### src/hw/rtl/gls_pkg.sv
// Package for the sound-log command sequencer: command and result codes,
// parse and control state types, register indexes and reset values.
// No dependencies.
`default_nettype none

package gls_pkg;

   localparam int unsigned DAC_DEPTH_DEF = 63;

   localparam int unsigned BYTE_W = 8;
   localparam int unsigned LEN_W  = 11;
   localparam int unsigned KIND_W = 2;
   localparam int unsigned CSR_IDX_W = 1;

   localparam logic [LEN_W-1:0] FRAME_LEN_RESET = 11'd735;
   localparam logic             FM_ENABLE_RESET = 1'b1;

   // Command bytes.
   localparam logic [BYTE_W-1:0] CMD_END  = 8'd0;
   localparam logic [BYTE_W-1:0] CMD_P1   = 8'd1;
   localparam logic [BYTE_W-1:0] CMD_P2   = 8'd2;
   localparam logic [BYTE_W-1:0] CMD_TONE = 8'd3;

   // Part I address that feeds the DAC buffer instead of the FM chip.
   localparam logic [BYTE_W-1:0] DAC_ADDR = 8'h2A;

   // Result kinds.
   localparam logic [KIND_W-1:0] KIND_FM    = 2'd0;
   localparam logic [KIND_W-1:0] KIND_TONE  = 2'd1;
   localparam logic [KIND_W-1:0] KIND_DAC   = 2'd2;
   localparam logic [KIND_W-1:0] KIND_FRAME = 2'd3;

   // Configuration register indexes.
   localparam logic [CSR_IDX_W-1:0] CSR_FRAME_LEN = 1'b0;
   localparam logic [CSR_IDX_W-1:0] CSR_FM_ENABLE = 1'b1;

   typedef enum logic [2:0] {
      PH_CMD,
      PH_P1_ADDR,
      PH_P1_DATA,
      PH_DAC,
      PH_P2_ADDR,
      PH_P2_DATA,
      PH_TONE
   } phase_type;

   typedef enum logic [1:0] {
      CTL_ACCEPT,
      CTL_DIV_START,
      CTL_DIV,
      CTL_FRAME_END
   } ctl_type;

endpackage

`default_nettype wire

### src/hw/rtl/gls_if.sv
// Channel interfaces of the sound-log command sequencer: log byte requests,
// results and configuration writes. Depends on gls_pkg.
`default_nettype none

interface gls_req_if
   import gls_pkg::*;
   ();
   logic              valid;
   logic              ready;
   logic [BYTE_W-1:0] log_byte;

   modport source (output valid, output log_byte, input ready);
   modport sink   (input valid, input log_byte, output ready);
endinterface

interface gls_rsp_if
   import gls_pkg::*;
   ();
   logic              valid;
   logic              ready;
   logic [KIND_W-1:0] kind;
   logic              fm_part;
   logic [BYTE_W-1:0] reg_addr;
   logic [BYTE_W-1:0] reg_data;
   logic [LEN_W-1:0]  dac_offset;
   logic [LEN_W-1:0]  dac_length;
   logic              dac_overflow;
   logic              last;

   modport source (output valid, output kind, output fm_part, output reg_addr,
                   output reg_data, output dac_offset, output dac_length,
                   output dac_overflow, output last, input ready);
   modport sink   (input valid, input kind, input fm_part, input reg_addr,
                   input reg_data, input dac_offset, input dac_length,
                   input dac_overflow, input last, output ready);
endinterface

interface gls_csr_if
   import gls_pkg::*;
   ();
   logic                 valid;
   logic                 ready;
   logic [CSR_IDX_W-1:0] index;
   logic [LEN_W-1:0]     wdata;

   modport source (output valid, output index, output wdata, input ready);
   modport sink   (input valid, input index, input wdata, output ready);
endinterface

`default_nettype wire

### src/hw/rtl/gls_ram.sv
// Generic single-write, single-read RAM with a registered read port.
// No dependencies.
`default_nettype none

module gls_ram #(
   parameter int unsigned WIDTH = 8,
   parameter int unsigned DEPTH = 63,
   localparam int unsigned AW = (DEPTH > 1) ? $clog2(DEPTH) : 1
) (
   input  wire logic             clock,
   input  wire logic             we,
   input  wire logic [AW-1:0]    waddr,
   input  wire logic [WIDTH-1:0] wdata,
   input  wire logic [AW-1:0]    raddr,
   output logic      [WIDTH-1:0] rdata
);

   logic [WIDTH-1:0] mem_ff [DEPTH];
   logic [WIDTH-1:0] rdata_ff;

   always_ff @(posedge clock) begin
      if (we) begin
         mem_ff[waddr] <= wdata;
      end
      rdata_ff <= mem_ff[raddr];
   end

   assign rdata = rdata_ff;

endmodule

`default_nettype wire

### src/hw/rtl/gls_div.sv
// Restoring divider, one quotient bit per cycle, shared by all DAC samples
// of a frame. No dependencies.
`default_nettype none

module gls_div #(
   parameter int unsigned DW = 17,
   parameter int unsigned VW = 6
) (
   input  wire logic          clock,
   input  wire logic          reset,
   input  wire logic          start,
   input  wire logic [DW-1:0] dividend,
   input  wire logic [VW-1:0] divisor,
   output logic               valid,
   output logic      [DW-1:0] quotient
);

   localparam int unsigned CNTW = $clog2(DW + 1);

   logic [CNTW-1:0] cnt_ff, cnt_in;
   logic            valid_ff, valid_in;
   logic [DW-1:0]   quo_ff, quo_in;
   logic [VW-1:0]   rem_ff, rem_in;
   logic [VW-1:0]   div_ff, div_in;
   logic [VW:0]     trial;
   logic [VW:0]     diff;
   logic            ge;

   assign trial = {rem_ff, quo_ff[DW-1]};
   assign diff  = trial - {1'b0, div_ff};
   assign ge    = (trial >= {1'b0, div_ff});

   always_comb begin
      cnt_in   = cnt_ff;
      valid_in = valid_ff;
      quo_in   = quo_ff;
      rem_in   = rem_ff;
      div_in   = div_ff;
      if (start) begin
         cnt_in   = CNTW'(DW);
         valid_in = 1'b0;
         quo_in   = dividend;
         rem_in   = '0;
         div_in   = divisor;
      end else if (cnt_ff != '0) begin
         cnt_in = cnt_ff - CNTW'(1);
         quo_in = {quo_ff[DW-2:0], ge};
         rem_in = ge ? diff[VW-1:0] : trial[VW-1:0];
         if (cnt_ff == CNTW'(1)) begin
            valid_in = 1'b1;
         end
      end
   end

   always_ff @(posedge clock) begin
      if (reset) begin
         cnt_ff   <= '0;
         valid_ff <= 1'b0;
      end else begin
         cnt_ff   <= cnt_in;
         valid_ff <= valid_in;
      end
      quo_ff <= quo_in;
      rem_ff <= rem_in;
      div_ff <= div_in;
   end

   assign valid    = valid_ff;
   assign quotient = quo_ff;

endmodule

`default_nettype wire

### src/hw/rtl/gym_log_command_sequencer_unit.sv
// Top level of the sound-log command sequencer: byte parser, DAC sample
// buffer and frame-end sequencer. Depends on gls_pkg, gls_if, gls_ram, gls_div.
//
//   channel  dir  handshake     payload
//   req_ch   in   valid/ready   log_byte
//   rsp_ch   out  valid/ready   kind, fm_part, reg_addr, reg_data, dac_offset,
//                               dac_length, dac_overflow, last
//   csr_ch   in   valid/ready   index, wdata (frame_len, fm_enable)
//
// Results leave through one output register, and a request is taken while
// that register is empty or draining. At frame end, with FM output on, the
// bit-serial divider works out the span of each buffered sample in turn from
// a dividend of PW bits (PW being 17 at a depth of 63); the frame-end result
// follows the last sample. Reset is synchronous; the DAC buffer needs no
// clearing. A stalled result holds the sequencer in place.
`default_nettype none

module gym_log_command_sequencer_unit
   import gls_pkg::*;
#(
   parameter int unsigned DAC_DEPTH = DAC_DEPTH_DEF
) (
   input wire logic clock,
   input wire logic reset,
   gls_req_if.sink   req_ch,
   gls_rsp_if.source rsp_ch,
   gls_csr_if.sink   csr_ch
);

   localparam int unsigned CW = $clog2(DAC_DEPTH + 1);
   localparam int unsigned AW = (DAC_DEPTH > 1) ? $clog2(DAC_DEPTH) : 1;
   localparam int unsigned PW = CW + LEN_W;

   ctl_type   ctl_ff, ctl_in;
   phase_type phase_ff, phase_in;

   logic [BYTE_W-1:0] addr_ff, addr_in;
   logic [CW-1:0]     count_ff, count_in;
   logic              drop_ff, drop_in;
   logic [CW-1:0]     idx_ff, idx_in;
   logic [LEN_W-1:0]  off_ff, off_in;
   logic [LEN_W-1:0]  frame_len_ff, frame_len_in;
   logic              fm_en_ff, fm_en_in;

   logic              ov_ff, ov_in;
   logic [KIND_W-1:0] out_kind_ff, out_kind_in;
   logic              out_part_ff, out_part_in;
   logic [BYTE_W-1:0] out_addr_ff, out_addr_in;
   logic [BYTE_W-1:0] out_data_ff, out_data_in;
   logic [LEN_W-1:0]  out_off_ff, out_off_in;
   logic [LEN_W-1:0]  out_len_ff, out_len_in;
   logic              out_ovf_ff, out_ovf_in;
   logic              out_last_ff, out_last_in;

   logic              out_free;
   logic              req_acc;
   logic              csr_acc;
   logic [BYTE_W-1:0] byte_in;
   logic [CW-1:0]     idx_next;
   logic              last_sample;
   logic              ram_we;
   logic [BYTE_W-1:0] ram_rdata;
   logic              div_start;
   logic              div_valid;
   logic [PW-1:0]     div_dividend;
   logic [PW-1:0]     div_quotient;
   logic [LEN_W-1:0]  q_len;

   assign out_free     = !ov_ff || rsp_ch.ready;
   assign req_ch.ready = (ctl_ff == CTL_ACCEPT) && out_free;
   assign req_acc      = req_ch.valid && req_ch.ready;
   assign csr_ch.ready = 1'b1;
   assign csr_acc      = csr_ch.valid;
   assign byte_in      = req_ch.log_byte;
   assign idx_next     = idx_ff + CW'(1);
   assign last_sample  = (idx_next == count_ff);
   assign div_start    = (ctl_ff == CTL_DIV_START);
   assign div_dividend = PW'(idx_next) * PW'(frame_len_ff);
   assign q_len        = div_quotient[LEN_W-1:0];

   gls_ram #(
      .WIDTH (BYTE_W),
      .DEPTH (DAC_DEPTH)
   ) u_ram (
      .clock (clock),
      .we    (ram_we),
      .waddr (count_ff[AW-1:0]),
      .wdata (byte_in),
      .raddr (idx_ff[AW-1:0]),
      .rdata (ram_rdata)
   );

   gls_div #(
      .DW (PW),
      .VW (CW)
   ) u_div (
      .clock    (clock),
      .reset    (reset),
      .start    (div_start),
      .dividend (div_dividend),
      .divisor  (count_ff),
      .valid    (div_valid),
      .quotient (div_quotient)
   );

   // Next state of the parser and the frame-end sequencer.
   always_comb begin
      ctl_in   = ctl_ff;
      phase_in = phase_ff;
      case (ctl_ff)
         CTL_ACCEPT: begin
            if (req_acc) begin
               case (phase_ff)
                  PH_CMD: begin
                     if (byte_in == CMD_END) begin
                        ctl_in = (fm_en_ff && count_ff != '0) ? CTL_DIV_START
                                                              : CTL_FRAME_END;
                     end else if (byte_in == CMD_P1) begin
                        phase_in = PH_P1_ADDR;
                     end else if (byte_in == CMD_P2) begin
                        phase_in = PH_P2_ADDR;
                     end else if (byte_in == CMD_TONE) begin
                        phase_in = PH_TONE;
                     end
                  end
                  PH_P1_ADDR: begin
                     phase_in = (byte_in == DAC_ADDR) ? PH_DAC : PH_P1_DATA;
                  end
                  PH_P2_ADDR: begin
                     phase_in = PH_P2_DATA;
                  end
                  default: begin
                     phase_in = PH_CMD;
                  end
               endcase
            end
         end
         CTL_DIV_START: begin
            ctl_in = CTL_DIV;
         end
         CTL_DIV: begin
            if (div_valid && out_free) begin
               ctl_in = last_sample ? CTL_FRAME_END : CTL_DIV_START;
            end
         end
         CTL_FRAME_END: begin
            if (out_free) begin
               ctl_in = CTL_ACCEPT;
            end
         end
         default: begin
            ctl_in = CTL_ACCEPT;
         end
      endcase
   end

   // Datapath, buffer writes, result register and configuration.
   always_comb begin
      addr_in      = addr_ff;
      count_in     = count_ff;
      drop_in      = drop_ff;
      idx_in       = idx_ff;
      off_in       = off_ff;
      frame_len_in = frame_len_ff;
      fm_en_in     = fm_en_ff;
      ram_we       = 1'b0;
      ov_in        = ov_ff && !rsp_ch.ready;
      out_kind_in  = out_kind_ff;
      out_part_in  = out_part_ff;
      out_addr_in  = out_addr_ff;
      out_data_in  = out_data_ff;
      out_off_in   = out_off_ff;
      out_len_in   = out_len_ff;
      out_ovf_in   = out_ovf_ff;
      out_last_in  = out_last_ff;

      if (csr_acc) begin
         case (csr_ch.index)
            CSR_FRAME_LEN: frame_len_in = csr_ch.wdata;
            CSR_FM_ENABLE: fm_en_in     = csr_ch.wdata[0];
            default: begin
            end
         endcase
      end

      case (ctl_ff)
         CTL_ACCEPT: begin
            if (req_acc) begin
               case (phase_ff)
                  PH_CMD: begin
                     idx_in = '0;
                     off_in = '0;
                  end
                  PH_P1_ADDR, PH_P2_ADDR: begin
                     addr_in = byte_in;
                  end
                  PH_P1_DATA, PH_P2_DATA: begin
                     ov_in       = 1'b1;
                     out_kind_in = KIND_FM;
                     out_part_in = (phase_ff == PH_P2_DATA);
                     out_addr_in = addr_ff;
                     out_data_in = byte_in;
                     out_off_in  = '0;
                     out_len_in  = '0;
                     out_ovf_in  = 1'b0;
                     out_last_in = 1'b1;
                  end
                  PH_TONE: begin
                     ov_in       = 1'b1;
                     out_kind_in = KIND_TONE;
                     out_part_in = 1'b0;
                     out_addr_in = '0;
                     out_data_in = byte_in;
                     out_off_in  = '0;
                     out_len_in  = '0;
                     out_ovf_in  = 1'b0;
                     out_last_in = 1'b1;
                  end
                  PH_DAC: begin
                     if (count_ff < CW'(DAC_DEPTH)) begin
                        ram_we   = 1'b1;
                        count_in = count_ff + CW'(1);
                     end else begin
                        drop_in = 1'b1;
                     end
                  end
                  default: begin
                  end
               endcase
            end
         end
         CTL_DIV: begin
            // The quotient is the start of the next sample, so the length
            // of this one is its distance from the current offset.
            if (div_valid && out_free) begin
               ov_in       = 1'b1;
               out_kind_in = KIND_DAC;
               out_part_in = 1'b0;
               out_addr_in = DAC_ADDR;
               out_data_in = ram_rdata;
               out_off_in  = off_ff;
               out_len_in  = q_len - off_ff;
               out_ovf_in  = 1'b0;
               out_last_in = 1'b0;
               off_in      = q_len;
               idx_in      = idx_next;
            end
         end
         CTL_FRAME_END: begin
            if (out_free) begin
               ov_in       = 1'b1;
               out_kind_in = KIND_FRAME;
               out_part_in = 1'b0;
               out_addr_in = '0;
               out_data_in = '0;
               out_off_in  = '0;
               out_len_in  = '0;
               out_ovf_in  = drop_ff;
               out_last_in = 1'b1;
               count_in    = '0;
               drop_in     = 1'b0;
            end
         end
         default: begin
         end
      endcase
   end

   always_ff @(posedge clock) begin
      if (reset) begin
         ctl_ff       <= CTL_ACCEPT;
         phase_ff     <= PH_CMD;
         addr_ff      <= '0;
         count_ff     <= '0;
         drop_ff      <= 1'b0;
         frame_len_ff <= FRAME_LEN_RESET;
         fm_en_ff     <= FM_ENABLE_RESET;
         ov_ff        <= 1'b0;
      end else begin
         ctl_ff       <= ctl_in;
         phase_ff     <= phase_in;
         addr_ff      <= addr_in;
         count_ff     <= count_in;
         drop_ff      <= drop_in;
         frame_len_ff <= frame_len_in;
         fm_en_ff     <= fm_en_in;
         ov_ff        <= ov_in;
      end
      idx_ff      <= idx_in;
      off_ff      <= off_in;
      out_kind_ff <= out_kind_in;
      out_part_ff <= out_part_in;
      out_addr_ff <= out_addr_in;
      out_data_ff <= out_data_in;
      out_off_ff  <= out_off_in;
      out_len_ff  <= out_len_in;
      out_ovf_ff  <= out_ovf_in;
      out_last_ff <= out_last_in;
   end

   assign rsp_ch.valid        = ov_ff;
   assign rsp_ch.kind         = out_kind_ff;
   assign rsp_ch.fm_part      = out_part_ff;
   assign rsp_ch.reg_addr     = out_addr_ff;
   assign rsp_ch.reg_data     = out_data_ff;
   assign rsp_ch.dac_offset   = out_off_ff;
   assign rsp_ch.dac_length   = out_len_ff;
   assign rsp_ch.dac_overflow = out_ovf_ff;
   assign rsp_ch.last         = out_last_ff;

endmodule

`default_nettype wire

### src/flat_wrapper.sv
// flat-port wrapper written by rule: the top's interface ports become plain ports
module gym_log_command_sequencer_unit_flat import gls_pkg::*;
#(
   parameter int unsigned DAC_DEPTH = DAC_DEPTH_DEF
)
  (clock, reset, req_ch_valid, req_ch_log_byte, req_ch_ready, rsp_ch_valid, rsp_ch_kind, rsp_ch_fm_part, rsp_ch_reg_addr, rsp_ch_reg_data, rsp_ch_dac_offset, rsp_ch_dac_length, rsp_ch_dac_overflow, rsp_ch_last, rsp_ch_ready, csr_ch_valid, csr_ch_index, csr_ch_wdata, csr_ch_ready);
  gls_req_if req_ch_i ();
  gls_rsp_if rsp_ch_i ();
  gls_csr_if csr_ch_i ();
  input wire logic clock;
  input wire logic reset;
  input wire logic [$bits(req_ch_i.valid)-1:0] req_ch_valid;
  input wire logic [$bits(req_ch_i.log_byte)-1:0] req_ch_log_byte;
  output wire logic [$bits(req_ch_i.ready)-1:0] req_ch_ready;
  output wire logic [$bits(rsp_ch_i.valid)-1:0] rsp_ch_valid;
  output wire logic [$bits(rsp_ch_i.kind)-1:0] rsp_ch_kind;
  output wire logic [$bits(rsp_ch_i.fm_part)-1:0] rsp_ch_fm_part;
  output wire logic [$bits(rsp_ch_i.reg_addr)-1:0] rsp_ch_reg_addr;
  output wire logic [$bits(rsp_ch_i.reg_data)-1:0] rsp_ch_reg_data;
  output wire logic [$bits(rsp_ch_i.dac_offset)-1:0] rsp_ch_dac_offset;
  output wire logic [$bits(rsp_ch_i.dac_length)-1:0] rsp_ch_dac_length;
  output wire logic [$bits(rsp_ch_i.dac_overflow)-1:0] rsp_ch_dac_overflow;
  output wire logic [$bits(rsp_ch_i.last)-1:0] rsp_ch_last;
  input wire logic [$bits(rsp_ch_i.ready)-1:0] rsp_ch_ready;
  input wire logic [$bits(csr_ch_i.valid)-1:0] csr_ch_valid;
  input wire logic [$bits(csr_ch_i.index)-1:0] csr_ch_index;
  input wire logic [$bits(csr_ch_i.wdata)-1:0] csr_ch_wdata;
  output wire logic [$bits(csr_ch_i.ready)-1:0] csr_ch_ready;
  assign req_ch_i.valid = req_ch_valid;
  assign req_ch_i.log_byte = req_ch_log_byte;
  assign req_ch_ready = req_ch_i.ready;
  assign rsp_ch_valid = rsp_ch_i.valid;
  assign rsp_ch_kind = rsp_ch_i.kind;
  assign rsp_ch_fm_part = rsp_ch_i.fm_part;
  assign rsp_ch_reg_addr = rsp_ch_i.reg_addr;
  assign rsp_ch_reg_data = rsp_ch_i.reg_data;
  assign rsp_ch_dac_offset = rsp_ch_i.dac_offset;
  assign rsp_ch_dac_length = rsp_ch_i.dac_length;
  assign rsp_ch_dac_overflow = rsp_ch_i.dac_overflow;
  assign rsp_ch_last = rsp_ch_i.last;
  assign rsp_ch_i.ready = rsp_ch_ready;
  assign csr_ch_i.valid = csr_ch_valid;
  assign csr_ch_i.index = csr_ch_index;
  assign csr_ch_i.wdata = csr_ch_wdata;
  assign csr_ch_ready = csr_ch_i.ready;
  gym_log_command_sequencer_unit #(.DAC_DEPTH(DAC_DEPTH)) u_core (.clock(clock), .reset(reset), .req_ch(req_ch_i), .rsp_ch(rsp_ch_i), .csr_ch(csr_ch_i));
endmodule
### config.mk
export PLATFORM = sky130hd
export DESIGN_NAME = gym_log_command_sequencer_unit_flat
export DESIGN_NICKNAME = d
export VERILOG_FILES = /design/src/hw/rtl/gls_pkg.sv /design/src/hw/rtl/gls_if.sv /design/src/hw/rtl/gls_ram.sv /design/src/hw/rtl/gls_div.sv /design/src/hw/rtl/gym_log_command_sequencer_unit.sv /design/src/flat_wrapper.sv
export SDC_FILE = /design/constraint.sdc
export NUM_CORES = 1
export LEC_CHECK = 0
export ABC_AREA = 1
export BUFFER_PORTS_ARGS = -buffer_cell sky130_fd_sc_hd__buf_2
export CELL_PAD_IN_SITES_DETAIL_PLACEMENT = 1
export CELL_PAD_IN_SITES_GLOBAL_PLACEMENT = 1
export CORE_MARGIN = 8
export CORE_UTILIZATION = 29
export DETAILED_ROUTE_END_ITERATION = 10
export GPL_TIMING_DRIVEN = 0
export MAX_ROUTING_LAYER = met4
export PLACE_DENSITY = 0.53
export SETUP_SLACK_MARGIN = 0.2
export SLEW_MARGIN = 20
export SYNTH_ARGS = -nofsm -noshare
export SYNTH_HDL_FRONTEND = slang
export SYNTH_SLANG_ARGS = --single-unit
### constraint.sdc
create_clock -name clock -period 6.4 [get_ports clock]
set_clock_uncertainty 0.05 [all_clocks]
set_input_delay 1.92 -clock clock [delete_from_list [all_inputs] [get_ports clock]]
set_output_delay 1.92 -clock clock [all_outputs]
set_load 0.01 [all_outputs]
==> results by group, run 1 <==
Routing
  – Via count: 21000
  – Routed Antenna Nets: 0
  – DR pass1 iterations: 5
  – Final Routed Wirelength: 99.37 mm
  – DRT iter0 DRCs: 1659
  – DR vias/cell: 4.878
  – DRC: 0
  – Post-DR wirelength/cell: 23.08 µm

STA
  – Final Hold Violating Endpoints: 0
  – Slew @ Worst Pin: 1.172 ns
  – Final period util: 0.8841
  – Final min period: 5.658 ns
  – Final-report setup violation count: 0
  – Slew Viols, Final: 0
  – Worst setup margin: 0.7418 ns
  – RSZ-0062 raised after global routing: no
  – Max Clk Rate: 176.7 MHz
  – Slew headroom: 0.2159

Placement
  – Placed Cells: 4163
  – DP HPWL: 71.84 mm
  – PortBufs: 68
  – Gpl congestion: 0.8721
  – Pre-CTS setup slack: 0.7296 ns
  – Area after DPL: 31120 µm²

GRT
  – Largest net degree at the start of global routing: 66
  – Global-route wire length before repair: 147.5 mm
  – Vias in the first global route: 21900
  – GRT Total Usage: 0.1826
  – Total gr overflow: 0
  – Initial antenna violation count: 0

Setup path
  – Worst R2R Path Depth: 22
  – Crit path required time: 6.74 ns
  – WS Path Type: reg2reg
  – Internal reg-to-reg setup slack: 0.74 ns
  – Crit end category: flop
  – RR Endpoint: u_core.u_div.quotient[16]
  – Crit Path Max Fanout: 10
  – CP arrival: 6.00 ns
  – Reg-to-Reg Start: u_core.idx_ff[0]
  – Startpoint Class: flop

Synthesis
  – Yosys top cell by area: edfxtp_1
  – Synth top area cells: edfxtp_1 (61%), nand2_1 (11%), nand3_1 (8.2%), dfxtp_1 (3.7%), nor2_1 (2.7%)
  – Netlist cell types: 41
  – Synth async-reset ratio: 0
  – Post-synthesis sequential area ratio: 0.6463
  – Syn Inst Count: 2783
  – Ys Warns: 0
  – Post-synth EDFFs: 587
  – Synthesized cell area: 28920 µm²
  – Post-synthesis register bit count: 640
  – Top FF cell, synth: edfxtp_1
  – Post-synth top area share: 0.6096
  – Mapped Nets: 2894
  – Mean post-synth cell area: 10.39 µm²

Clock network
  – Clock Root Buffer: clkbuf_16
  – Hold Buf Count CTS: 0
  – Clock Latency Late Sink: 0.66 ns
  – Bufs on Longest Clock Path: 3
  – Setup repair bufs after CTS: 0
  – Clk sink count: 640
  – PostCTS Resize Cnt: 0
  – CTS tree: built
  – Clk slew on worst S/H paths: 0.06 ns
  – H-tree depth: 3
  – CTS buffer count: 76

Pwr
  – Leakage: 0.01287 µW
  – Worst vdd ir: 252.3 µV
  – Power Dens Cells: 419.7 nW/µm²

Finish
  – Design area: 33620 µm²
  – Fin nets: 3054
  – Area Overhead vs Synth: 16.26%
  – Area of the multi-input gates: 8952 µm²
  – Share of cells above drive strength 1: 0.08419
  – Area occupied by registers: 18690 µm²
  – Final Non-Filler Cells: 4305
  – Fillers: 11100

Floorplanning
  – Initial core utilization: 0.2909
  – Die footprint: 110100 µm²
  – Core Footprint: 99420 µm²
  – Die Width: 331.8 µm
  – # IOs: 71
  – Row count: 116
  – Die H: 331.8 µm

Hold path
  – Hold Path Class: reg2reg
  – Worst hold stages: 0
  – Worst Hold End: u_core.u_div.div_ff[3]
  – Min-delay src: u_core.count_ff[3]

Job
  – Max-cap violations: 0

Status
  – Status: complete, no violations
worst max-delay path, stage by stage (launching register included):
cell      delay (ns)
edfxtp_1        0.36
buf_2           0.32
buf_2           0.32
buf_1           0.69
nand2_1         0.12
nand2_1         0.12
nand2_1         0.13
clkbuf_1        0.29
nor2_1          0.21
fa_1            0.45
inv_1           0.09
fa_1            0.43
fa_1            0.51
inv_1           0.04
ha_1            0.36
nand2_1         0.14
inv_1           0.07
a21oi_1         0.23
nor2_1          0.07
nor2_1          0.12
nand3b_1        0.09
nand3_1         0.09
nand2_1         0.09
synthesized netlist by cell type, types with 2 or more instances:
cell type  instances
clkbuf_1          82
nor4_1             2
clkinv_1           3
inv_2              5
dfxtp_1           53
xor2_1             7
nand2_1          849
nand3_4            8
o21ai_0           52
fa_1              39
inv_1            191
buf_1             23
edfxtp_1         587
a31oi_1            4
a211oi_1           2
buf_2             30
nor3_1            12
a21oi_1           55
ha_1              47
o211ai_1           8
o21bai_1           3
nand4_1            4
xnor2_1           10
nor2_1           210
nand3b_1           4
nand3_1          476
nand2_2            3
cell type report:
class,instances,area share
antenna,2,0.0001489
buffer,136,0.01641
clock buffer,92,0.06055
clock inverter,48,0.01358
inverter,200,0.02237
multi-input combinational,1807,0.2663
sequential,640,0.5559
tap,1298,0.04831
timing repair buffer,82,0.01645
how the worst max path moves through the flow:
stage / startpoint / end / slack, ns / cells past startpoint
4_1_cts: u_core.idx_ff[0] / u_core.u_div.quotient[16] / 0.71 / 22
2_1_floorplan: rsp_ch_ready / u_core.rsp_ch.dac_length[0] / 0.41 / 6
5_1_grt: u_core.idx_ff[0] / u_core.u_div.quotient[16] / 0.40 / 22
3_3_place_gp: rsp_ch_ready / u_core.rsp_ch.dac_offset[10] / -1.23 / 7
6_report: u_core.idx_ff[0] / u_core.u_div.quotient[16] / 0.74 / 22
3_5_place_dp: u_core.idx_ff[0] / u_core.u_div.quotient[16] / 0.73 / 22
report_power, final:
part           switching [µW]  internal [µW]  leakage, µW  total, µW
logic                    3320           1520      0.00588       4830
registers                 109           4820      0.00576       4930
clock network            1820           2530      0.00123       4350
layout by cell type, fill, tap and decap left out, drive strengths merged, types with 4 or more instances in the layout:
cell type	n
nand2	853
edfxtp	587
nand3	484
nor2	212
inv	198
clkbuf	174
buf	136
a21oi	55
dfxtp	53
o21ai	53
ha	47
clkinv	42
fa	39
nor3	13
xnor2	10
o211ai	8
xor2	7
bufinv	6
nand4	4
a31oi	4
nand3b	4
logic make-up after synthesis:
family                     Yosys count  share of synthesized area
buffers and inverters              336                    0.04509
adders and majority gates           86                    0.04734
xor gates and xnor gates            17                   0.005149
other                                1                  0.0001297
AOI/OAI and AO/OA                  128                    0.02393
and+or+nand+nor                   1575                     0.2321
DFF                                640                     0.6463
flip-flops by register name (all words and copies together) (netlist names), 11 cells and up:
register and flops:
u_core.frame_len_ff 11, u_core.off_ff 11, u_core.rsp_ch.dac_length 11, u_core.rsp_ch.dac_offset 11
u_core.u_div.quotient 17, u_core.u_ram.mem_ff 504
routing by layer:
layer / share of wire / up-vias / global-route usage
met4: 0.022 / 0 / 0.04473
met3: 0.045 / 136 / 0.02565
met1: 0.46 / 10650 / 0.2416
li1: - / 9753 / -
met2: 0.47 / 460 / 0.2964
met5: 0 / - / -
metrics by stage:
step	hold WS [ns]	power, µW	util	setup TNS (ns)
after detailed placement	0.3651	9876	0.3130	0
after global placement	0.3627	9760	0.3106	-39.32
final	0.3787	14110	0.3381	0
after floorplan	0.3564	8168	-	0
after CTS	0.3796	14260	0.3381	0
after global routing	0.3937	15030	0.3381	0
Note: power is estimated with default switching activity, not from simulation.
==> run 2, diff against run 1 <==
--- a/config.mk
+++ b/config.mk
@@ -14,7 +14,7 @@
 export DETAILED_ROUTE_END_ITERATION = 10
 export GPL_TIMING_DRIVEN = 0
 export MAX_ROUTING_LAYER = met4
-export PLACE_DENSITY = 0.53
+export PLACE_DENSITY = 0.55
 export SETUP_SLACK_MARGIN = 0.2
 export SLEW_MARGIN = 20
 export SYNTH_ARGS = -nofsm -noshare
==> constraint.sdc (replaced) <==
create_clock -name clock -period 4.9 [get_ports clock]
set_clock_uncertainty 0.05 [all_clocks]
set_input_delay 1.47 -clock clock [delete_from_list [all_inputs] [get_ports clock]]
set_output_delay 1.47 -clock clock [all_outputs]
set_load 0.01 [all_outputs]
==> run 2 against run 1 <==
Net effect:
- maximum frequency grew 26%
- non-clock buffer count shrank 1
- first-iteration DRC count grew 2.5%
- critical path depth shrank 1
- routed wire length shrank 1.0%
- critical endpoint unchanged
==> results by group, run 2 (synthesized netlist as in run 1, its figures left out) <==
Finish
  – Share of cells above drive strength 1: 0.09218 (+0.007987)
  – Area of the multi-input gates: 9009 µm² (+0.63%)
  – Area Overhead vs Synth: 16.77%
  – Fillers: 11140 (+0.33%)
  – Number of flip-flops in the largest register: 504 (unchanged)
  – Commonest non-fill, non-tap cell in the layout: nand2_1
  – Biggest register: u_core.u_ram.mem_ff
  – Most frequent cells in the layout: nand2_1 (844), edfxtp_1 (587), nand3_1 (476)
  – Design area: 33770 µm² (+0.44%)
  – Area occupied by registers: 18690 µm² (unchanged)
  – Final Non-Filler Cells: 4305 (unchanged)
  – Final core occ: 0.3396 (+0.001485)
  – Fin nets: 3054 (unchanged)

Floorplanning
  – Core Footprint: 99420 µm² (unchanged)
  – Initial core utilization: 0.2909 (unchanged)
  – # IOs: 71 (unchanged)
  – Die H: 331.8 µm (unchanged)
  – Die Width: 331.8 µm (unchanged)
  – Die footprint: 110100 µm² (unchanged)
  – Row count: 116 (unchanged)

GRT
  – Initial antenna violation count: 4 (+4)
  – Total gr overflow: 0 (unchanged)
  – Vias in the first global route: 21950 (+0.20%)
  – Global-route wire length before repair: 145.2 mm (-1.6%)
  – GRT Total Usage: 0.1794 (-0.003200)
  – Largest net degree at the start of global routing: 66 (unchanged)

Clock network
  – CTS buffer count: 77 (+1.3%)
  – Clock Root Buffer: clkbuf_16
  – Bufs on Longest Clock Path: 3 (unchanged)
  – Clk slew on worst S/H paths: 0.06 ns (about the same)
  – CTS tree: built
  – H-tree depth: 3 (unchanged)
  – Clk sink count: 640 (unchanged)
  – Clock Latency Late Sink: 0.65 ns (about the same)

Routing
  – DR vias/cell: 4.905 (+0.54%)
  – Post-DR wirelength/cell: 22.84 µm (-1.0%)
  – Via count: 21120 (+0.54%)
  – DR pass1 iterations: 5 (unchanged)
  – DRT iter0 DRCs: 1701 (+2.5%)
  – Final Routed Wirelength: 98.34 mm (-1.0%)
  – Routed Antenna Nets: 0 (unchanged)
  – DRC: 0 (unchanged)

Hold path
  – Hold Path Class: reg2reg

Setup path
  – WS Path Type: reg2reg
  – Crit end category: flop
  – Crit path required time: 5.23 ns (-1.51 ns)
  – Crit-path max cell delay: 0.49 ns (-0.20 ns)
  – Startpoint Class: flop
  – Critical path buffers and inverters: 6 (-1)
  – Cell family with most CP delay: adder cells
  – Internal reg-to-reg setup slack: 0.41 ns (-0.33 ns)
  – CP arrival: 4.82 ns (-1.18 ns)
  – Crit Path Max Fanout: 10 (unchanged)
  – Critical path's slowest cell: fa_1
  – Critical-path cell list: buf_6 > buf_12 > buf_8 > nand3_1 > nand2_2 > clkbuf_8 > nor2_1 > fa_1 > inv_1 > fa_1 > fa_1 > inv_1 > ha_1 > nand2_1 > nand2_1 > a21oi_2 > nor2_1 > nor2_1 > nand3b_1 > nand3_1 > nand2_1

Placement
  – Gpl congestion: 0.8976 (+2.9%)
  – Pre-CTS setup slack: -0.7925 ns (-1.522 ns)
  – PortBufs: 68 (unchanged)
  – Placed Cells: 4160 (-0.072%)
  – DP HPWL: 70.47 mm (-1.9%)
  – Area after DPL: 31130 µm² (about the same)

STA
  – Final-report setup violation count: 0 (unchanged)
  – Max Clk Rate: 222.6 MHz (+26%)
  – Final Hold Violating Endpoints: 0 (unchanged)
  – Hold slack: 0.3762 ns (-0.002561 ns)
  – Slew @ Worst Pin: 1.151 ns (-0.02080 ns)
  – Slew headroom: 0.2298 (+0.01392)
  – Worst setup margin: 0.4076 ns (-0.3342 ns)
  – Slew Viols, Final: 0 (unchanged)
  – Final min period: 4.492 ns (-1.166 ns)
  – Final period util: 0.9168 (+0.03273)
  – RSZ-0062 raised after global routing: no

Pwr
  – Worst vdd ir: 283.1 µV (+12%)
  – Power Dens Cells: 548.6 nW/µm² (+31%)
  – Leakage: 0.01290 µW (+0.23%)

Job
  – Max-cap violations: 0 (unchanged)

Status
  – Status: complete, no violations
## run 2: final timing paths
path                                          from                        end  cells after the start
worst max-delay path              u_core.idx_ff[0]  u_core.u_div.quotient[16]                     21
worst max register to register    u_core.idx_ff[0]  u_core.u_div.quotient[16]                     21
worst min register to register  u_core.count_ff[2]     u_core.u_div.div_ff[2]                      0
worst min-delay path            u_core.count_ff[2]     u_core.u_div.div_ff[2]                      0
## run 2: cell type report
class,instances,area share
repair buffers,82,0.01701
flip-flops and latches,640,0.5535
plain buffers,135,0.01945
clock buffers,91,0.05925
diodes,2,0.0001482
multi-input cells,1807,0.2668
clock inverters,50,0.01323
well taps,1298,0.04810
inverters,200,0.02257
## run 2: power breakdown
group / total, µW / internal (µW) / switching [µW]
clock network: 5580 / 3210 / 2370
logic: 6510 / 2130 / 4390
registers: 6440 / 6300 / 141
## run 2: metal layers
layer,part of all wire,global-route usage,vias to the layer above
li1,-,-,9748
met4,0.024,0.04640,0
met3,0.045,0.02210,138
met5,0,-,-
met2,0.47,0.2907,505
met1,0.46,0.2388,10720
## run 2: repair_timing
| item | 4_1_cts | 5_1_grt |
|---|---|---|
| endpoints found under the hold margin | 0 | 0 |
| pin swaps | 0 | 4 |
| endpoints found under the setup margin | 12 | 8 |
| gates cloned | 0 | 1 |
| resized for setup | 35 | 33 |
| hold buffers | 0 | 0 |
| setup buffers | 0 | 2 |
## run 2: per-stage QoR
stage	setup TNS, ns	power, µW
global placement	-15.78	12680
detailed placement	-6.115	12870
floorplan	0	10660
CTS	0	18540
global route	0	19710
finish	0	18530
